[src/rtl/assert_macros.svh]
// ----------------------------------------------------------------------------
// assert_macros.svh
// Concurrent assertion macros, compiled out when SYNTH is defined.
// ----------------------------------------------------------------------------
`ifndef ASSERT_MACROS_SVH
`define ASSERT_MACROS_SVH

`ifndef SYNTH

`define ASSERT_CLK(label, clk, rst_n, prop, msg) \
    label: assert property (@(posedge clk) disable iff (!rst_n) prop) else $error(msg);

`define ASSERT_NEVER(label, clk, rst_n, cond, msg) \
    label: assert property (@(posedge clk) disable iff (!rst_n) !(cond)) else $error(msg);

`else

`define ASSERT_CLK(label, clk, rst_n, prop, msg)

`define ASSERT_NEVER(label, clk, rst_n, cond, msg)

`endif

`endif

[src/rtl/flmc_pkg.sv]
// ----------------------------------------------------------------------------
// flmc_pkg
// Types, codes and lookup functions of the fn-layer strip mode controller.
// ----------------------------------------------------------------------------
package flmc_pkg;

    localparam int STRIP_KEYS = 13;

    typedef enum logic [1:0] {
        MODE_ESC  = 2'd0,
        MODE_FN   = 2'd1,
        MODE_SPCL = 2'd2,
        MODE_OFF  = 2'd3
    } mode_t;

    typedef enum logic [2:0] {
        FUNC_STRIP_KEY  = 3'd0,
        FUNC_OTHER      = 3'd1,
        FUNC_TICK       = 3'd2,
        FUNC_TIMEOUT    = 3'd3,
        FUNC_FN_MODE    = 3'd4,
        FUNC_START      = 3'd5
    } func_t;

    typedef enum logic [1:0] {
        KEY_RELEASE = 2'd0,
        KEY_PRESS   = 2'd1,
        KEY_REPEAT  = 2'd2
    } key_value_t;

    typedef enum logic [1:0] {
        FNM_FKEYS   = 2'd0,
        FNM_FN_FKEY = 2'd1,
        FNM_INVERSE = 2'd2,
        FNM_SPECIAL = 2'd3
    } fn_mode_t;

    localparam logic CFG_IDX_IDLE_LIMIT = 1'b0;
    localparam logic CFG_IDX_FN_MODE    = 1'b1;

    localparam logic [16:0] IDLE_LIMIT_RST = 17'd300;
    localparam logic [1:0]  FN_MODE_RST    = 2'd1;

    localparam logic [9:0] CODE_ESC = 10'd1;
    localparam logic [9:0] CODE_F1  = 10'd59;
    localparam logic [9:0] CODE_F10 = 10'd68;
    localparam logic [9:0] CODE_F11 = 10'd87;
    localparam logic [9:0] CODE_F12 = 10'd88;
    localparam logic [9:0] CODE_FN  = 10'd464;

    localparam logic [3:0]  SLOT_NONE = 4'hF;
    localparam logic [15:0] IDLE_MAX  = 16'hFFFF;

    typedef struct packed {
        logic signed [16:0] idle_limit;
        logic [1:0]         fn_mode;
    } cfg_t;

    typedef struct packed {
        logic [2:0] func;
        logic       is_key_event;
        logic [9:0] key_code;
        logic [1:0] key_value;
    } item_t;

    typedef struct packed {
        logic       translated_valid;
        logic [9:0] translated_code;
        logic       mode_cmd_valid;
        mode_t      mode_cmd;
    } res_t;

    // Esc is slot 0, F1-F12 are slots 1-12
    function automatic logic [3:0] key_slot(input logic [9:0] code);
        logic [9:0] diff;
        diff = code - CODE_F1 + 10'd1;
        if (code == CODE_ESC) begin
            return 4'd0;
        end
        if (code >= CODE_F1 && code <= CODE_F10) begin
            return diff[3:0];
        end
        if (code == CODE_F11) begin
            return 4'd11;
        end
        if (code == CODE_F12) begin
            return 4'd12;
        end
        return SLOT_NONE;
    endfunction

    function automatic logic [9:0] special_code(input logic [3:0] slot);
        logic [9:0] code;
        unique case (slot)
            4'd1:    code = 10'd224;
            4'd2:    code = 10'd225;
            4'd3:    code = 10'd120;
            4'd4:    code = 10'd204;
            4'd5:    code = 10'd229;
            4'd6:    code = 10'd230;
            4'd7:    code = 10'd165;
            4'd8:    code = 10'd164;
            4'd9:    code = 10'd163;
            4'd10:   code = 10'd113;
            4'd11:   code = 10'd114;
            4'd12:   code = 10'd115;
            default: code = 10'd0;
        endcase
        return code;
    endfunction

    function automatic mode_t wanted_mode(input logic [1:0] fn_mode, input logic fn_held);
        mode_t m;
        unique case (fn_mode)
            FNM_FKEYS:   m = MODE_FN;
            FNM_SPECIAL: m = MODE_SPCL;
            FNM_INVERSE: m = fn_held ? MODE_SPCL : MODE_FN;
            default:     m = fn_held ? MODE_FN : MODE_SPCL;
        endcase
        return m;
    endfunction

endpackage

[src/rtl/flmc_if.sv]
// ----------------------------------------------------------------------------
// flmc_if
// Valid/ready channels for input events and controller results.
// ----------------------------------------------------------------------------
interface flmc_in_if;
    logic       valid;
    logic       ready;
    logic [2:0] func;
    logic       is_key_event;
    logic [9:0] key_code;
    logic [1:0] key_value;

    modport source (output valid, func, is_key_event, key_code, key_value, input ready);
    modport sink   (input valid, func, is_key_event, key_code, key_value, output ready);
endinterface

interface flmc_out_if;
    logic       valid;
    logic       ready;
    logic       translated_valid;
    logic [9:0] translated_code;
    logic       mode_cmd_valid;
    logic [1:0] mode_cmd;

    modport source (output valid, translated_valid, translated_code, mode_cmd_valid,
                    mode_cmd, input ready);
    modport sink   (input valid, translated_valid, translated_code, mode_cmd_valid,
                    mode_cmd, output ready);
endinterface

[src/rtl/flmc_cfg_regs.sv]
// ----------------------------------------------------------------------------
// flmc_cfg_regs
// APB register file holding idle_limit and fn_mode.
// ----------------------------------------------------------------------------
module flmc_cfg_regs import flmc_pkg::*;
(
    input  logic        clk,
    input  logic        rst_n,
    input  logic        psel,
    input  logic        penable,
    input  logic        pwrite,
    input  logic [2:0]  paddr,
    input  logic [31:0] pwdata,
    output logic [31:0] prdata,
    output logic        pready,
    output cfg_t        cfg
);

    logic signed [16:0] idle_limit_reg;
    logic [1:0]         fn_mode_reg;
    logic               wr_en;

    assign pready = 1'b1;
    assign wr_en  = psel && penable && pwrite && pready;

    always_ff @(posedge clk or negedge rst_n)
    begin
        if (!rst_n)
        begin
            idle_limit_reg <= IDLE_LIMIT_RST;
            fn_mode_reg    <= FN_MODE_RST;
        end
        else if (wr_en)
        begin
            unique case (paddr[2])
                CFG_IDX_IDLE_LIMIT: idle_limit_reg <= pwdata[16:0];
                default:            fn_mode_reg    <= pwdata[1:0];
            endcase
        end
    end

    always_comb
    begin
        unique case (paddr[2])
            CFG_IDX_IDLE_LIMIT: prdata = {{15{idle_limit_reg[16]}}, idle_limit_reg};
            default:            prdata = {30'd0, fn_mode_reg};
        endcase
    end

    assign cfg.idle_limit = idle_limit_reg;
    assign cfg.fn_mode    = fn_mode_reg;

endmodule

[src/rtl/flmc_engine.sv]
// ----------------------------------------------------------------------------
// flmc_engine
// Controller state, single-pass next-state logic and the result register.
// ----------------------------------------------------------------------------
module flmc_engine import flmc_pkg::*;
(
    input  logic          clk,
    input  logic          rst_n,
    input  cfg_t          cfg,
    input  item_t         item,
    input  logic          item_valid,
    output logic          item_take,
    output mode_t         mode,
    flmc_out_if.source    out_ch
);

    logic [STRIP_KEYS-1:0] held_reg, held_next;
    logic                  fn_held_reg, fn_held_next;
    mode_t                 mode_reg, mode_next;
    logic [15:0]           idle_reg, idle_next;
    logic                  out_valid_reg, out_valid_next;
    res_t                  res_reg, res_next;

    logic [3:0]  slot;
    logic [5:0]  slot_ext;
    logic        slot_ok;
    logic        is_press;
    logic        any_held;
    logic        to_zero, to_neg, to_pos;
    logic [15:0] to_val;
    logic [15:0] idle_inc;
    mode_t       want;
    logic        do_switch;

    assign item_take = item_valid && (!out_valid_reg || out_ch.ready);

    assign slot     = key_slot(item.key_code);
    assign slot_ext = {2'b00, slot};
    assign slot_ok  = slot != SLOT_NONE;
    assign is_press = item.key_value != KEY_RELEASE;
    assign to_zero  = cfg.idle_limit == 17'sd0;
    assign to_neg   = cfg.idle_limit[16];
    assign to_pos   = !to_neg && !to_zero;
    assign to_val   = cfg.idle_limit[15:0];
    assign idle_inc = (idle_reg == IDLE_MAX) ? idle_reg : idle_reg + 16'd1;

    // key and fn bookkeeping comes first; mode decisions see the updated state
    always_comb
    begin
        held_next    = held_reg;
        fn_held_next = fn_held_reg;
        unique case (item.func)
            FUNC_STRIP_KEY:
            begin
                if (slot_ok && item.is_key_event && item.key_value != KEY_REPEAT &&
                    slot_ext < 6'(STRIP_KEYS))
                begin
                    for (int i = 0; i < STRIP_KEYS; i++)
                    begin
                        if (slot_ext == 6'(i))
                        begin
                            held_next[i] = is_press;
                        end
                    end
                end
            end
            FUNC_OTHER:
            begin
                if (item.is_key_event && item.key_code == CODE_FN &&
                    item.key_value != KEY_REPEAT)
                begin
                    fn_held_next = is_press;
                end
            end
            FUNC_START:
            begin
                held_next    = '0;
                fn_held_next = 1'b0;
            end
            default:
            begin
            end
        endcase
    end

    assign any_held  = |held_next;
    assign want      = wanted_mode(cfg.fn_mode, fn_held_next);
    assign do_switch = !to_zero && (mode_reg != want) && !any_held;

    always_comb
    begin
        mode_next = mode_reg;
        idle_next = idle_reg;
        res_next  = '0;
        unique case (item.func)
            FUNC_STRIP_KEY:
            begin
                if (slot_ok)
                begin
                    idle_next = '0;
                    if (do_switch)
                    begin
                        mode_next          = want;
                        res_next.mode_cmd_valid = 1'b1;
                        res_next.mode_cmd  = want;
                    end
                    if (item.is_key_event && slot != 4'd0 && mode_next == MODE_SPCL)
                    begin
                        res_next.translated_valid = 1'b1;
                        res_next.translated_code  = special_code(slot);
                    end
                end
            end
            FUNC_OTHER, FUNC_FN_MODE:
            begin
                if (item.func == FUNC_OTHER)
                begin
                    idle_next = '0;
                end
                if (do_switch)
                begin
                    mode_next               = want;
                    idle_next               = '0;
                    res_next.mode_cmd_valid = 1'b1;
                    res_next.mode_cmd       = want;
                end
            end
            FUNC_TICK:
            begin
                idle_next = idle_inc;
                if (to_pos && idle_inc >= to_val && !any_held && mode_reg != MODE_OFF)
                begin
                    mode_next               = MODE_OFF;
                    res_next.mode_cmd_valid = 1'b1;
                    res_next.mode_cmd       = MODE_OFF;
                end
            end
            FUNC_TIMEOUT:
            begin
                priority if (to_neg)
                begin
                    if (mode_reg == MODE_OFF)
                    begin
                        mode_next               = want;
                        idle_next               = '0;
                        res_next.mode_cmd_valid = 1'b1;
                        res_next.mode_cmd       = want;
                    end
                end
                else if (to_zero)
                begin
                    mode_next               = MODE_OFF;
                    idle_next               = '0;
                    res_next.mode_cmd_valid = 1'b1;
                    res_next.mode_cmd       = MODE_OFF;
                end
                else if (idle_reg >= to_val && !any_held)
                begin
                    mode_next               = MODE_OFF;
                    res_next.mode_cmd_valid = 1'b1;
                    res_next.mode_cmd       = MODE_OFF;
                end
                else
                begin
                end
            end
            FUNC_START:
            begin
                mode_next               = to_zero ? MODE_OFF : want;
                idle_next               = '0;
                res_next.mode_cmd_valid = 1'b1;
                res_next.mode_cmd       = to_zero ? MODE_OFF : want;
            end
            default:
            begin
            end
        endcase
    end

    always_comb
    begin
        out_valid_next = out_valid_reg;
        if (item_take)
        begin
            out_valid_next = 1'b1;
        end
        else if (out_ch.ready)
        begin
            out_valid_next = 1'b0;
        end
    end

    always_ff @(posedge clk or negedge rst_n)
    begin
        if (!rst_n)
        begin
            held_reg      <= '0;
            fn_held_reg   <= 1'b0;
            mode_reg      <= MODE_OFF;
            idle_reg      <= '0;
            out_valid_reg <= 1'b0;
        end
        else
        begin
            out_valid_reg <= out_valid_next;
            if (item_take)
            begin
                held_reg    <= held_next;
                fn_held_reg <= fn_held_next;
                mode_reg    <= mode_next;
                idle_reg    <= idle_next;
            end
        end
    end

    always_ff @(posedge clk)
    begin
        if (item_take)
        begin
            res_reg <= res_next;
        end
    end

    assign mode                    = mode_reg;
    assign out_ch.valid            = out_valid_reg;
    assign out_ch.translated_valid = res_reg.translated_valid;
    assign out_ch.translated_code  = res_reg.translated_code;
    assign out_ch.mode_cmd_valid   = res_reg.mode_cmd_valid;
    assign out_ch.mode_cmd         = res_reg.mode_cmd;

endmodule

[src/rtl/fn_layer_mode_controller_core.sv]
// An accepted transaction waits in the input register until the engine
// writes its result to the result register. Throughput: one transaction per
// cycle; both registers advance every cycle the output side is not stalled.
// Reset (rst_n, async, active low): no keys held, fn released, strip off,
// idle counter zero, idle limit 300, fn_mode 1, both channels empty.
// ----------------------------------------------------------------------------
// fn_layer_mode_controller_core
// Top level: APB registers, input register and the controller engine.
// ----------------------------------------------------------------------------
`include "assert_macros.svh"

module fn_layer_mode_controller_core import flmc_pkg::*;
(
    input  logic        clk,
    input  logic        rst_n,
    input  logic        psel,
    input  logic        penable,
    input  logic        pwrite,
    input  logic [2:0]  paddr,
    input  logic [31:0] pwdata,
    output logic [31:0] prdata,
    output logic        pready,
    flmc_in_if.sink     in_ch,
    flmc_out_if.source  out_ch
);

    cfg_t  cfg;
    item_t item_reg;
    logic  in_valid_reg, in_valid_next;
    logic  item_take;
    mode_t mode;

    flmc_cfg_regs u_cfg
    (
        .clk     (clk),
        .rst_n   (rst_n),
        .psel    (psel),
        .penable (penable),
        .pwrite  (pwrite),
        .paddr   (paddr),
        .pwdata  (pwdata),
        .prdata  (prdata),
        .pready  (pready),
        .cfg     (cfg)
    );

    assign in_ch.ready = !in_valid_reg || item_take;

    always_comb
    begin
        in_valid_next = in_valid_reg;
        if (in_ch.valid && in_ch.ready)
        begin
            in_valid_next = 1'b1;
        end
        else if (item_take)
        begin
            in_valid_next = 1'b0;
        end
    end

    always_ff @(posedge clk or negedge rst_n)
    begin
        if (!rst_n)
        begin
            in_valid_reg <= 1'b0;
        end
        else
        begin
            in_valid_reg <= in_valid_next;
        end
    end

    always_ff @(posedge clk)
    begin
        if (in_ch.valid && in_ch.ready)
        begin
            item_reg.func         <= in_ch.func;
            item_reg.is_key_event <= in_ch.is_key_event;
            item_reg.key_code     <= in_ch.key_code;
            item_reg.key_value    <= in_ch.key_value;
        end
    end

    flmc_engine u_engine
    (
        .clk        (clk),
        .rst_n      (rst_n),
        .cfg        (cfg),
        .item       (item_reg),
        .item_valid (in_valid_reg),
        .item_take  (item_take),
        .mode       (mode),
        .out_ch     (out_ch)
    );

    // a buffered transaction must move on whenever the result register is free
    `ASSERT_NEVER(a_no_idle_stall, clk, rst_n, in_valid_reg && !out_ch.valid && !item_take, "engine stalled with empty result register")
    `ASSERT_CLK(a_take_fills_out, clk, rst_n, item_take |=> out_ch.valid, "processed transaction lost")
    `ASSERT_CLK(a_xlate_in_spcl, clk, rst_n, item_take |=> (!out_ch.translated_valid || mode == MODE_SPCL), "translation outside special mode")

endmodule

[src/flat_wrapper.sv]
// flat-port wrapper written by rule: the top's interface ports become plain ports
module fn_layer_mode_controller_core_flat import flmc_pkg::*;
  (clk, rst_n, psel, penable, pwrite, paddr, pwdata, prdata, pready, in_ch_valid, in_ch_func, in_ch_is_key_event, in_ch_key_code, in_ch_key_value, in_ch_ready, out_ch_valid, out_ch_translated_valid, out_ch_translated_code, out_ch_mode_cmd_valid, out_ch_mode_cmd, out_ch_ready);
  flmc_in_if in_ch_i ();
  flmc_out_if out_ch_i ();
  input  logic clk;
  input  logic rst_n;
  input  logic psel;
  input  logic penable;
  input  logic pwrite;
  input  logic [2:0] paddr;
  input  logic [31:0] pwdata;
  output logic [31:0] prdata;
  output logic pready;
  input wire logic [$bits(in_ch_i.valid)-1:0] in_ch_valid;
  input wire logic [$bits(in_ch_i.func)-1:0] in_ch_func;
  input wire logic [$bits(in_ch_i.is_key_event)-1:0] in_ch_is_key_event;
  input wire logic [$bits(in_ch_i.key_code)-1:0] in_ch_key_code;
  input wire logic [$bits(in_ch_i.key_value)-1:0] in_ch_key_value;
  output wire logic [$bits(in_ch_i.ready)-1:0] in_ch_ready;
  output wire logic [$bits(out_ch_i.valid)-1:0] out_ch_valid;
  output wire logic [$bits(out_ch_i.translated_valid)-1:0] out_ch_translated_valid;
  output wire logic [$bits(out_ch_i.translated_code)-1:0] out_ch_translated_code;
  output wire logic [$bits(out_ch_i.mode_cmd_valid)-1:0] out_ch_mode_cmd_valid;
  output wire logic [$bits(out_ch_i.mode_cmd)-1:0] out_ch_mode_cmd;
  input wire logic [$bits(out_ch_i.ready)-1:0] out_ch_ready;
  assign in_ch_i.valid = in_ch_valid;
  assign in_ch_i.func = in_ch_func;
  assign in_ch_i.is_key_event = in_ch_is_key_event;
  assign in_ch_i.key_code = in_ch_key_code;
  assign in_ch_i.key_value = in_ch_key_value;
  assign in_ch_ready = in_ch_i.ready;
  assign out_ch_valid = out_ch_i.valid;
  assign out_ch_translated_valid = out_ch_i.translated_valid;
  assign out_ch_translated_code = out_ch_i.translated_code;
  assign out_ch_mode_cmd_valid = out_ch_i.mode_cmd_valid;
  assign out_ch_mode_cmd = out_ch_i.mode_cmd;
  assign out_ch_i.ready = out_ch_ready;
  fn_layer_mode_controller_core u_core (.clk(clk), .rst_n(rst_n), .psel(psel), .penable(penable), .pwrite(pwrite), .paddr(paddr), .pwdata(pwdata), .prdata(prdata), .pready(pready), .in_ch(in_ch_i), .out_ch(out_ch_i));
endmodule
[config.mk]
export PLATFORM = sky130hd
export DESIGN_NAME = fn_layer_mode_controller_core_flat
export DESIGN_NICKNAME = d
export VERILOG_FILES = /design/src/rtl/flmc_pkg.sv /design/src/rtl/flmc_if.sv /design/src/rtl/flmc_cfg_regs.sv /design/src/rtl/flmc_engine.sv /design/src/rtl/fn_layer_mode_controller_core.sv /design/src/flat_wrapper.sv
export VERILOG_INCLUDE_DIRS = /design/src /design/src/rtl
export SDC_FILE = /design/constraint.sdc
export NUM_CORES = 1
export LEC_CHECK = 0
export BUFFER_PORTS_ARGS = -buffer_cell sky130_fd_sc_hd__clkbuf_2
export CAP_MARGIN = 5
export CORE_AREA = 4 4 86 149
export DETAILED_ROUTE_END_ITERATION = 12
export DIE_AREA = 0 0 90 153
export PLACE_DENSITY = 0.74
export SLEW_MARGIN = 15
export SYNTH_ARGS = -nofsm -noshare
export SYNTH_HDL_FRONTEND = slang
export SYNTH_SLANG_ARGS = --single-unit
[constraint.sdc]
create_clock -name clk -period 3.9 [get_ports clk]
set_input_delay 0 -clock clk [delete_from_list [all_inputs] [get_ports clk]]
set_output_delay 0 -clock clk [all_outputs]
set_load 0.005 [all_outputs]
# Word level (Yosys, flattened, before mapping)
# Memory sizes are Yosys's and may differ from the RTL's.
# Index checks and enable logic that the tools add are counted.
[totals] reg_bits=83 romBits=128 in_bits=58 out_inout_bits=49 wordCells=176 n_memories=1
[op_classes] n_addsub=3 magnitude_cmp=5 eq_ne=36 mux=71 n_bitwise=1 n_reduce_logical=43
[memory_table] memory="(no name shown)" depth=16 word_bits=8 rd=1 rd_clocked_by_memory_dff=0 write_ports=0 line="flmc_pkg.sv:94" rtl="unique case (slot)"
[ops] cell="16-bit two-way mux" count=7
[ops] cell="16-bit case mux with 5 select lines" count=1
[ops] cell="16-bit >= comparator" count=2
[ops] cell="32-bit two-way mux" count=1
[ops] cell="4-bit two-way mux" count=8
[ops] cell="1-bit two-way mux" count=28
[ops] cell="13-bit case mux with 2 select lines" count=1
[ops] cell="2-bit two-way mux" count=12
[ops] cell="3-bit two-way mux" count=7
[ops] cell="10-bit by 7-bit == test with 1-bit output (second input constant)" count=2
[ops] cell="4-bit == test (second input constant)" count=5
[ops] cell="1-bit logical AND" count=19
[ops] cell="17-bit zero test" count=1
[ops] cell="16-bit by 1-bit adder with 16-bit output (second input constant)" count=1
[ops] cell="16-bit == test (second input constant)" count=1
[ops] cell="4-bit by 3-bit == test with 1-bit output (second input constant)" count=4
[ops] cell="3-bit case mux with 5 select lines" count=1
[ops] cell="13-bit two-way mux" count=1
[ops] cell="13-bit OR reduction" count=1
[ops] cell="6-bit AND reduction" count=2
[ops] cell="11-bit two-way mux" count=1
[ops] cell="10-bit by 1-bit == test with 1-bit output (second input constant)" count=1
[ops] cell="10-bit by 9-bit == test with 1-bit output (second input constant)" count=1
[ops] cell="10-bit by 6-bit >= comparator with 1-bit output (second input constant)" count=1
[ops] cell="31 further kinds" count=50

# Logic depth before layout (Yosys ltp)
# Gate-level depths: netlist of the first run.
[depth] depth_word=28 depth_mapped=19

# Cells and area by module
# Synthesis of the first run repeated with hierarchy kept, for this count alone.
[unflattened] hier_cells=632 hier_area_um2=5826.8
[modules_own_cells] module="flmc_engine" instances=1 cells_per_inst=535 area_per_inst_um2=4262.8 seq_area_each_um2=1188.6
[modules_own_cells] module="flmc_cfg_regs" instances=1 cells_per_inst=77 area_per_inst_um2=1029.7 seq_area_each_um2=481.7
[modules_own_cells] module="fn_layer_mode_controller_core" instances=1 cells_per_inst=20 area_per_inst_um2=534.3 seq_area_each_um2=505.5

# Worst setup path before layout of the first run
# OpenSTA, ideal clock, no wires.
[synth_timing] path_kind="register to register" start="register u_core.item_reg[3] (netlist bit)" end="register u_core.u_engine.res_reg, in the netlist u_core.u_engine.out_ch.translated_code[1] (data pin)" setup_ns=0.265 t_arrival_ns=3.712 required_ns=3.635 setup_slack_ns=-0.078 stages_incl_launch_ff=18 synth_period_minus_slack_ns=3.978 path_cell_list="edfxtp_1 -> a21oi_1 -> a2bb2oi_4 -> nor3_1 -> nor2_1 -> inv_1 -> ha_1 -> clkbuf_1 -> nand2_1 -> nor3b_1 -> a32oi_1 -> mux2i_1 -> o211ai_1 -> or4_1 -> buf_6 -> o21ba_2 -> o21ai_2 -> nor2_1"
[synth_between] elab_chain_cells=24 word_cells_on_any_way=80 cone_classes="2 x add/sub; 3 x order compare; 19 x eq/ne; 40 x mux; 15 x reduce/logical; 1 x memory"
[synth_lines] item="start: declaration" line="fn_layer_mode_controller_core.sv:28" rtl="item_t item_reg;"
[synth_lines] item="parallel branches: the longest is 24 deep, another holds 4-bit subtractor"
[synth_lines] item="end signal: assignment" line="flmc_engine.sv:220" rtl="res_reg <= res_next;"
[synth_lines] item="end: declaration" line="flmc_engine.sv:22" rtl="res_t res_reg, res_next;"
# Several ways; the timed one is not identified. The select of a mux whose other input is x is not followed.
# A chain may end at the register's enable or synchronous reset.

# Final worst setup path of the first run
[layout_timing] start="register u_core.item_reg[7] (netlist bit)" end="register u_core.u_engine.res_reg, in the netlist u_core.u_engine.out_ch.translated_code[2] (data pin)"
[layout_between] elab_chain_cells=24 word_cells_on_any_way=78 cone_classes="3 x order compare; 19 x eq/ne; 40 x mux; 15 x reduce/logical; 1 x memory"
[layout_lines] item="parallel branches: the longest is 24 deep, another holds 10-bit by 6-bit >= comparator with 1-bit output"
# Several ways; the timed one is not identified. The select of a mux whose other input is x is not followed.

==> results by group, run 1 <==
Setup path
  • Critical Path Source Type: register
  • Crit path max fanout: 6
  • Slowest CP cell: or4_4
  • Critical Path AT: 4040 ps
  • Setup CP Type: register to register
  • Reg-to-reg startpoint: u_core.item_reg[7]
  • Req. time, crit path: 3990 ps
  • R2R cell count: 16
  • FF-to-FF setup slack: -50 ps
  • Reg2Reg Capture Point: u_core.u_engine.out_ch.translated_code[2]
  • Worst-path cell chain: nor4b_4 -> a2bb2oi_4 -> nor3_2 -> nor2_2 -> buf_4 -> ha_4 -> and3_4 -> buf_6 -> a31oi_1 -> a311o_1 -> o211ai_1 -> or4_4 -> o21ba_4 -> o21ai_4 -> clkbuf_16 -> nor2_1
  • Setup crit end kind: register
  • Largest stage delay, worst path: 550 ps

Routing
  • Routed WL: 19,000 um
  • DR vias: 5,762
  • Final antenna-violating net count: 0
  • TritonRoute pass-1 iters: 5
  • Average wire per standard cell: 20.1 um
  • Drt via density: 6.08
  • Initial detailed-routing violation count: 295
  • Residual DRC: 0

Clocking
  • H-tree Lvls: 3
  • Max clock buf depth: 2
  • Worst-Skew Late Latency: 340 ps
  • Inserted Clock Buffers: 9
  • CTS tree: yes
  • Root Driver: clkbuf_16
  • Clock sinks: 81
  • Worst-path clk slew: 60 ps

Hold path
  • Worst Hold Class: input port to register
  • Worst Hold End: u_core.u_cfg.fn_mode_reg[1]
  • Hold depth: 3
  • Hold Startpoint: pwrite

STA
  • Final worst-path setup slack: -48.6 ps
  • Tcrit/Tclk final: 1.01
  • Slew margin rel.: 0.334
  • Final min period: 3950 ps
  • RSZ-0062 raised after global routing: yes
  • Fmax: 253 MHz
  • Final setup violation count: 9
  • Worst-margin pin slew: 994 ps
  • Final hold violation count: 0
  • Setup Skew: 6.81 ps
  • Fin. max-slew vios: 0

Global route
  • Initial antenna violation count: 0
  • Gr busiest metal: met2
  • Global Route Usage Sum: 0.267
  • Total congestion overflow: 0
  • First-pass GRT wire length: 29,800 um
  • Largest net degree at the start of global routing: 36
  • M1 GR Usage: 0.245
  • Grt met3 use: 0.0379
  • Vias in the first global route: 6,116
  • Met2 Use GR: 0.522

Layout
  • # diodes: 0
  • Layout filler cell count: 878
  • FF+latch area: 2180 um2
  • Share of cells above drive strength 1: 0.347
  • Area grow syn2layout: 34.1%
  • Multi-input combinational cell area: 3600 um2
  • Core Util, Final: 0.678
  • Commonest non-fill, non-tap cell in the layout: clkbuf_2
  • Nets: 903
  • Commonest cells after routing, fill and taps aside: clkbuf_2 (86), buf_4 (78), nand2_1 (59), dfrtp_1 (46)
  • Flip-flop count of the largest register after layout: 17
  • Final cell count without fillers: 947

Place
  • Port Buf Inserts: 86
  • Placed cell count: 880
  • GP Congestion: 0.985
  • Post-DP HPWL: 13,800 um

Floorplanning
  • Initial Util: 0.506
  • Die W: 90 um
  • Num rows: 52
  • # IOs: 107
  • Die Span Y: 153 um
  • Die area: 13,800 um2
  • Core footprint: 11,500 um2

Pwr
  • Power Dens Cells: 336 nW/um2
  • LEAKAGE: 3.61 nW
  • Maximum VDD drop: 0.270 mV

Run
  • MaxCap Viol Count: 0

Logic synthesis
  • Synth async-reset ratio: 0.654
  • Cell count after synthesis: 630
  • Mapped Area: 5820 um2
  • Cell variety after synth: 74
  • Ys flop type: dfrtp_1
  • Syn Area/Cell: 9.24 um2
  • Seq/Total Area, Yosys: 0.374
  • Synthesis Warnings: 0
  • Number of synthesized flops with an enable pin: 28
  • Yosys reg bits: 81

Outcome
  • Outcome: finished with violations
  • Violated checks: setup timing
==> routing by layer <==
layer	part of all wire	routed length, um	vias to the layer above
met1	0.33	6220	2785
met2	0.56	10600	216
li1	-	-	2655
met5	0	0	-
met3	0.037	696	106
met4	0.081	1540	0
==> metrics by stage <==
step                      total power, mW  hold WS (ps)  cell area (um2)  setup WS [ps]  setup TNS [ps]
final                                2.63          61.1             7810          -48.6            -263
after global routing                 2.75          70.4             7810           -140           -1680
after CTS                            2.54          64.1             7470           2.66               0
after detailed placement             1.72         -9.81             6720           -349           -8970
after global placement               1.69         -13.4             6720           -304           -7420
after floorplan                      1.49          -296             5830           27.0               0
==> cell usage after synthesis, types with 17 or more instances <==
library cell,number,area (um2)
nor2_1,40,150
nand3_1,29,145
edfxtp_1,28,841
nand2_1,62,233
o21ai_0,35,175
ha_1,38,475
a21oi_1,33,165
dfrtp_1,46,1150
buf_4,18,135
mux2_2,24,270
inv_1,33,124
nor3_1,17,85.1
==> critical path, delay by kind of cell, from the launching register on <==
kind                     cells  cell delay, ps
buffers and inverters        3             430
flip-flops                   1             480
adder cells (fa/ha/maj)      1             150
AO/OA/AOI/OAI                6            1220
AND/OR/NAND/NOR              6            1440
==> worst max-delay path by stage <==
stage | from | to | slack, ps | depth (start not counted)
2_1_floorplan | u_core.item_reg[3] | u_core.u_engine.out_ch.translated_code[1] | 30 | 17
3_3_place_gp | u_core.item_reg[7] | u_core.u_engine.out_ch.translated_code[4] | -300 | 18
3_5_place_dp | u_core.item_reg[7] | u_core.u_engine.out_ch.translated_code[4] | -350 | 18
4_1_cts | u_core.item_reg[7] | u_core.u_engine.out_ch.translated_code[4] | 3 | 18
5_1_grt | u_core.item_reg[7] | u_core.u_engine.out_ch.translated_code[2] | -140 | 16
6_report | u_core.item_reg[7] | u_core.u_engine.out_ch.translated_code[2] | -50 | 16
==> where the power goes <==
group	switching, mW	internal [mW]
sequential	0.0976	0.988
combinational	0.402	0.349
clock	0.357	0.431
==> cell type report <==
cell class                      instances  area share
Tap cell                              135      0.0216
Timing Repair Buffer                  206       0.189
Inverter                               33      0.0159
Multi-Input combinational cell        476       0.461
Sequential cell                        81       0.279
Clock inverter                          5     0.00385
Clock buffer                           11      0.0298
==> logic make-up after synthesis <==
group / share of synthesized area
muxes: 0.0638
AOI/OAI and AO/OA: 0.178
and+or+nand+nor: 0.215
adders and majority gates: 0.0817
other: 0.00129
buffers and inverters: 0.0636
xor gates and xnor gates: 0.0226
DFF: 0.374
==> repair_timing <==
| action | 4_1_cts | 5_1_grt |
|---|---|---|
| pin swaps | 5 | 32 |
| cloned | 0 | 2 |
| endpoints found under the hold margin | 55 | 0 |
| setup endpoints to repair | 30 | 30 |
| setup buffers | 4 | 9 |
| resized for setup | 19 | 51 |
| hold buffers | 37 | 0 |
Power figures use the tool's default switching activity.
==> run 2: changes to the inputs <==
--- a/config.mk
+++ b/config.mk
@@ -8,10 +8,11 @@
 export LEC_CHECK = 0
 export BUFFER_PORTS_ARGS = -buffer_cell sky130_fd_sc_hd__clkbuf_2
 export CAP_MARGIN = 5
-export CORE_AREA = 4 4 86 149
+export CORE_AREA = 4 4 97 167
 export DETAILED_ROUTE_END_ITERATION = 12
-export DIE_AREA = 0 0 90 153
-export PLACE_DENSITY = 0.74
+export DIE_AREA = 0 0 101 171
+export GPL_TIMING_DRIVEN = 0
+export PLACE_DENSITY = 0.6
 export SLEW_MARGIN = 15
 export SYNTH_ARGS = -nofsm -noshare
 export SYNTH_HDL_FRONTEND = slang
==> run 2 against run 1 <==
Compared with the run above: the run still ends with setup timing left; wire length is 1.7% lower; critical endpoint is now u_core.u_engine.out_ch.translated_code[0]; largest cell class unchanged; via count is 3.1% lower; sequential power hardly changed.
==> results by group, run 2 (synthesized netlist as in run 1, its figures left out) <==
Floorplanning
  • Die W: 101 um (was 90 um)
  • Die Span Y: 171 um (was 153 um)
  • Initial Util: 0.392 (was 0.506)
  • Num rows: 59 (was 52)
  • Die area: 17,300 um2 (was 13,800 um2)
  • # IOs: 107 (unchanged)
  • Core footprint: 14,800 um2 (was 11,500 um2)

Setup path
  • Cell family with most CP delay: compound AO/OA/AOI/OAI gates (was simple AND/OR/NAND/NOR gates)
  • Critical Path AT: 4030 ps (was 4040 ps)
  • Reg-to-reg startpoint: u_core.item_reg[4] (was u_core.item_reg[7])
  • Slowest CP cell: or4_4 (unchanged)
  • CP Depth: 16 (unchanged)
  • Worst-path cell chain: buf_4 -> a21oi_4 -> a2bb2oi_4 -> nor2_4 -> a21o_4 -> inv_1 -> ha_2 -> and3_4 -> a32oi_1 -> mux2_2 -> nand4_1 -> or4_4 -> buf_12 -> o21ba_4 -> o21ai_4 -> a21oi_1 (was nor4b_4 -> a2bb2oi_4 -> nor3_2 -> nor2_2 -> buf_4 -> ha_4 -> and3_4 -> buf_6 -> a31oi_1 -> a311o_1 -> o211ai_1 -> or4_4 -> o21ba_4 -> o21ai_4 -> clkbuf_16 -> nor2_1)
  • Critical Path Source Type: register (unchanged)
  • Largest stage delay, worst path: 520 ps (was 550 ps)
  • Setup CP Type: register to register (unchanged)
  • Setup crit start: u_core.item_reg[4] (was u_core.item_reg[7])
  • FF-to-FF setup slack: -40 ps (was -50 ps)
  • R2R cell count: 16 (unchanged)
  • Crit path max fanout: 7 (was 6)
  • Reg2Reg Capture Point: u_core.u_engine.out_ch.translated_code[0] (was u_core.u_engine.out_ch.translated_code[2])
  • Req. time, crit path: 3990 ps (about the same)
  • Setup crit end kind: register (unchanged)
  • Crit path buffers/inverters: 3 (unchanged)

Pwr
  • Maximum VDD drop: 0.228 mV (was 0.270 mV)
  • Power Dens Cells: 342 nW/um2 (was 336 nW/um2)
  • Final Power: 2.69 mW (was 2.63 mW)
  • LEAKAGE: 3.57 nW (was 3.61 nW)

STA
  • Final min period: 3940 ps (was 3950 ps)
  • Tcrit/Tclk final: 1.01 (about the same)
  • Final worst-path setup slack: -35.5 ps (was -48.6 ps)
  • Final hold violation count: 0 (unchanged)
  • Setup TNS: -219 ps (was -263 ps)
  • Setup Skew: 8.71 ps (was 6.81 ps)
  • Slew margin rel.: 0.363 (was 0.334)
  • Fmax: 254 MHz (was 253 MHz)
  • Fin Hold WS: 71.7 ps (was 61.1 ps)
  • Fin. max-slew vios: 0 (unchanged)
  • Worst-margin pin slew: 954 ps (was 994 ps)
  • Final setup violation count: 15 (was 9)
  • RSZ-0062 raised after global routing: yes (unchanged)

Global route
  • Vias in the first global route: 5,822 (was 6,116)
  • Total congestion overflow: 0 (unchanged)
  • Global Route Usage Sum: 0.219 (was 0.267)
  • First-pass GRT wire length: 29,400 um (was 29,800 um)
  • Initial antenna violation count: 0 (unchanged)
  • Largest net degree at the start of global routing: 30 (was 36)

Layout
  • Fin area: 7860 um2 (was 7810 um2)
  • Area grow syn2layout: 35.0% (was 34.1%)
  • Multi-input combinational cell area: 3600 um2 (about the same)
  • Layout filler cell count: 1,315 (was 878)
  • # diodes: 0 (unchanged)
  • Nets: 904 (was 903)
  • Core Util, Final: 0.530 (was 0.678)
  • FF+latch area: 2180 um2 (about the same)
  • Commonest non-fill, non-tap cell in the layout: clkbuf_2 (unchanged)
  • Flip-flop count of the largest register after layout: 17 (unchanged)
  • Final cell count without fillers: 996 (was 947)
  • Share of cells above drive strength 1: 0.338 (was 0.347)
  • Commonest cells after routing, fill and taps aside: clkbuf_2 (85), nand2_1 (60), buf_4 (60), dfrtp_1 (42), dlygate4sd3_1 (37) (was clkbuf_2 (86), buf_4 (78), nand2_1 (59), dfrtp_1 (46))

Hold path
  • Hold Startpoint: pwrite (unchanged)
  • Hold depth: 3 (unchanged)
  • Worst Hold End: u_core.u_cfg.fn_mode_reg[1] (unchanged)
  • Worst Hold Class: input port to register (unchanged)

Routing
  • TritonRoute pass-1 iters: 5 (unchanged)
  • Drt via density: 5.61 (was 6.08)
  • Final antenna-violating net count: 0 (unchanged)
  • DR vias: 5,583 (was 5,762)
  • Initial detailed-routing violation count: 199 (was 295)
  • Residual DRC: 0 (unchanged)
  • Average wire per standard cell: 18.8 um (was 20.1 um)
  • Routed WL: 18,700 um (was 19,000 um)

Run
  • MaxCap Viol Count: 0 (unchanged)

Clocking
  • Worst-Skew Late Latency: 350 ps (was 340 ps)
  • Max clock buf depth: 2 (unchanged)
  • Inserted Clock Buffers: 9 (unchanged)
  • Clock sinks: 81 (unchanged)
  • Worst-path clk slew: 70 ps (was 60 ps)
  • Root Driver: clkbuf_16 (unchanged)
  • CTS tree: yes (unchanged)
  • H-tree Lvls: 3 (unchanged)

Place
  • Post-DP HPWL: 13,600 um (was 13,800 um)
  • GP Congestion: 0.924 (was 0.985)
  • Place WS: -921 ps (was -349 ps)
  • Placed cell count: 901 (was 880)
  • Port Buf Inserts: 86 (unchanged)
  • Dpl cell area: 6510 um2 (was 6720 um2)

Outcome
  • Violated checks: setup timing (unchanged)
  • Outcome: finished with violations (unchanged)
## run 2: cell types whose count changed in the layout (fill, tap and decap cells not counted), moves of 3 or more
cell      change
dfrtp_1       -4
clkbuf_1      +8
buf_4        -18
buf_6         +3
nor2_1        -3
buf_2         +4
dfrtp_2       +4
## run 2: what timing repair did
item / in CTS / in global routing
gates cloned: 2 / 0
setup endpoints to repair: 30 / 30
setup buffers: 27 / 17
pin swaps: 29 / 31
hold buffers: 37 / 0
endpoints found under the hold margin: 88 / 0
gates resized for setup: 46 / 39
## run 2: tightest hold or removal path, stage by stage
cell and delay [ps]:
clkbuf_2 90, nand4_1 130, mux2_2 170
## run 2: worst max-delay path by stage
stage / endpoint / slack [ps]
finish: u_core.u_engine.out_ch.translated_code[0] / -40
global route: u_core.u_engine.idle_reg[5] / -240
global placement: u_core.u_engine.out_ch.translated_code[0] / -910
floorplan: u_core.u_engine.out_ch.translated_code[1] / 30
CTS: u_core.u_engine.idle_reg[6] / -50
detailed placement: u_core.u_engine.out_ch.translated_code[1] / -920
## run 2: layout make-up
cell class              instances  share of cell area
inverters                      33              0.0158
clock inverters                 6             0.00637
well taps                     183              0.0291
repair buffers                169               0.149
flip-flops and latches         81               0.277
multi-input cells             476               0.458
clock buffers                  10              0.0304
plain buffers                  38              0.0341
## run 2: layer usage
| metal | wire [um] | track usage |
|---|---|---|
| met1 | 6120 | 0.204 |
| met2 | 10600 | 0.425 |
| met3 | 594 | 0.0355 |
| met4 | 1330 | 0.142 |
| met5 | 0 | 0 |
## run 2: report_power, final
part | leakage, nW | switching (mW) | internal [mW]
registers | 0.943 | 0.0765 | 0.988
clock network | 0.141 | 0.387 | 0.458
logic | 2.48 | 0.428 | 0.350
==> run 3: changes to the inputs <==
==> constraint.sdc (replaced) <==
create_clock -name clk -period 3.5 [get_ports clk]
set_input_delay 0 -clock clk [delete_from_list [all_inputs] [get_ports clk]]
set_output_delay 0 -clock clk [all_outputs]
set_load 0.005 [all_outputs]
==> run 3 against run 2 <==
Compared with the run above: the run still ends with setup timing left; combinational power grew 14%; total power grew 15%; via count increased by 0.91%; sequential power is 12% higher; clock skew grew 4.4 ps; clock power increased by 19%; cell count is 0.50% higher; die area stayed put.
==> results by group, run 3 (synthesized netlist as in run 1, its figures left out) <==
Outcome
  • Outcome: finished with violations (unchanged)
  • Violated checks: setup timing (unchanged)

STA
  • Fin. max-slew vios: 0 (unchanged)
  • Final hold violation count: 0 (unchanged)
  • RSZ-0062 raised after global routing: yes (unchanged)
  • Final min period: 4170 ps (was 3940 ps)
  • Setup Skew: 13.1 ps (was 8.71 ps)
  • Fin Hold WS: 82.2 ps (was 71.7 ps)
  • Slew margin rel.: 0.328 (was 0.363)
  • Tcrit/Tclk final: 1.19 (was 1.01)
  • Final setup violation count: 30 (was 15)
  • Fmax: 240 MHz (was 254 MHz)
  • Final worst-path setup slack: -669 ps (was -35.5 ps)
  • Worst-margin pin slew: 999 ps (was 954 ps)

Clocking
  • H-tree Lvls: 3 (unchanged)
  • Max clock buf depth: 2 (unchanged)
  • Clock sinks: 81 (unchanged)
  • Worst-Skew Late Latency: 350 ps (about the same)
  • Worst-path clk slew: 60 ps (was 70 ps)
  • Root Driver: clkbuf_16 (unchanged)
  • Inserted Clock Buffers: 9 (unchanged)
  • CTS tree: yes (unchanged)

Global route
  • Largest net degree at the start of global routing: 28 (was 30)
  • Met2 Use GR: 0.437 (was 0.425)
  • Total congestion overflow: 0 (unchanged)
  • Grt met3 use: 0.0318 (was 0.0355)
  • Vias in the first global route: 5,745 (was 5,822)
  • Initial antenna violation count: 0 (unchanged)
  • Global Route Usage Sum: 0.217 (was 0.219)
  • M1 GR Usage: 0.192 (was 0.204)
  • First-pass GRT wire length: 29,100 um (was 29,400 um)
  • Gr busiest metal: met2 (unchanged)

Routing
  • Final antenna-violating net count: 0 (unchanged)
  • TritonRoute pass-1 iters: 6 (was 5)
  • Drt via density: 5.63 (was 5.61)
  • Initial detailed-routing violation count: 256 (was 199)
  • Routed WL: 18,900 um (was 18,700 um)
  • DR vias: 5,634 (was 5,583)
  • Average wire per standard cell: 18.9 um (was 18.8 um)
  • Residual DRC: 0 (unchanged)

Pwr
  • LEAKAGE: 3.67 nW (was 3.57 nW)
  • Power Dens Cells: 387 nW/um2 (was 342 nW/um2)
  • Maximum VDD drop: 0.215 mV (was 0.228 mV)

Setup path
  • Critical Path AT: 4400 ps (was 4030 ps)
  • Crit path max fanout: 6 (was 7)
  • Req. time, crit path: 3730 ps (was 3990 ps)
  • Setup CP Type: register to register (unchanged)
  • Setup crit end kind: register (unchanged)
  • Critical Path Source Type: register (unchanged)

Layout
  • Layout filler cell count: 1,330 (was 1,315)
  • Share of cells above drive strength 1: 0.339 (was 0.338)
  • Nets: 909 (was 904)
  • Commonest non-fill, non-tap cell in the layout: clkbuf_2 (unchanged)
  • Area grow syn2layout: 36.9% (was 35.0%)
  • Core Util, Final: 0.537 (was 0.530)
  • Commonest cells after routing, fill and taps aside: clkbuf_2 (85), buf_4 (61), nand2_1 (60), dfrtp_1 (43), dlygate4sd3_1 (37) (was clkbuf_2 (85), nand2_1 (60), buf_4 (60), dfrtp_1 (42), dlygate4sd3_1 (37))
  • Fin area: 7970 um2 (was 7860 um2)
  • # diodes: 0 (unchanged)
  • Flip-flop count of the largest register after layout: 17 (unchanged)

Floorplanning
  • Core footprint: 14,800 um2 (unchanged)
  • Num rows: 59 (unchanged)
  • Die W: 101 um (unchanged)
  • Die area: 17,300 um2 (unchanged)
  • # IOs: 107 (unchanged)
  • Die Span Y: 171 um (unchanged)
  • Initial Util: 0.392 (unchanged)

Place
  • Dpl cell area: 6560 um2 (was 6510 um2)
  • GP Congestion: 0.951 (was 0.924)
  • Port Buf Inserts: 86 (unchanged)
  • Post-DP HPWL: 13,700 um (was 13,600 um)
  • Place WS: -1090 ps (was -921 ps)

Hold path
  • Worst Hold Class: input port to register (unchanged)

Run
  • MaxCap Viol Count: 0 (unchanged)
==> run 3: critical path: stages, from the launching register on <==
cell	delay (ps)
edfxtp_1	450
buf_6	160
nor4b_4	360
a2bb2oi_4	140
buf_12	140
nor3_4	190
nor2_4	70
buf_4	130
ha_1	220
and3_1	260
a32oi_2	240
mux2_2	200
o211ai_1	80
or4_4	620
nor2_8	170
o311ai_4	150
buf_12	170
a211o_1	280
==> run 3: what timing repair did <==
action                     in CTS  in global routing
gates cloned                    1                  1
pin swaps                      29                 28
setup endpoints to repair      30                 30
hold buffers                   37                  0
hold endpoints to repair       88                  0
gates resized for setup        49                 30
setup buffers                  30                 21
==> run 3: cell type report <==
class / count / area [um2] / share of cell area
plain buffers: 37 / 248 / 0.0311
clock buffers: 12 / 268 / 0.0336
clock inverters: 4 / 47.5 / 0.00596
inverters: 33 / 124 / 0.0155
multi-input cells: 476 / 3620 / 0.455
flip-flops and latches: 81 / 2180 / 0.273
well taps: 183 / 229 / 0.0287
repair buffers: 175 / 1250 / 0.157
==> run 3: layer usage <==
layer	up-vias	share of wire
met2	185	0.58
met1	2721	0.33
met5	-	0
met4	0	0.058
li1	2661	-
met3	67	0.034
==> run 3: path summary, 6_finish.rpt <==
| path | depth (start not counted) | slack (ps) | end | from |
|---|---|---|---|---|
| max | 17 | -670 | u_core.u_engine.idle_reg[9] | u_core.item_reg[6] |
| min | 3 | 80 | u_core.u_cfg.fn_mode_reg[1] | pwrite |
| max reg2reg | 17 | -670 | u_core.u_engine.idle_reg[9] | u_core.item_reg[6] |
| min reg2reg | 2 | 500 | u_core.u_engine.held_reg[2] | u_core.u_engine.held_reg[2] |
| max in group asynchronous | 3 | 2760 | u_core.u_engine.mode[1] | rst_n |
| min in group asynchronous | 2 | 150 | u_core.u_cfg.idle_limit_reg[7] | rst_n |
==> run 3: through the flow <==
step | total power [mW] | setup TNS [ps] | cells
after floorplan | 1.67 | -4930 | 631
after global placement | 1.92 | -28450 | 900
after detailed placement | 1.94 | -30230 | 901
after CTS | 3.05 | -14090 | 981
after global routing | 3.25 | -21450 | 1001
final | 3.09 | -17050 | 1001
==> run 3: power by group <==
part	total (mW)	switching (mW)	internal, mW
sequential	1.19	0.0891	1.10
combinational	0.884	0.468	0.416
clock	1.01	0.399	0.616
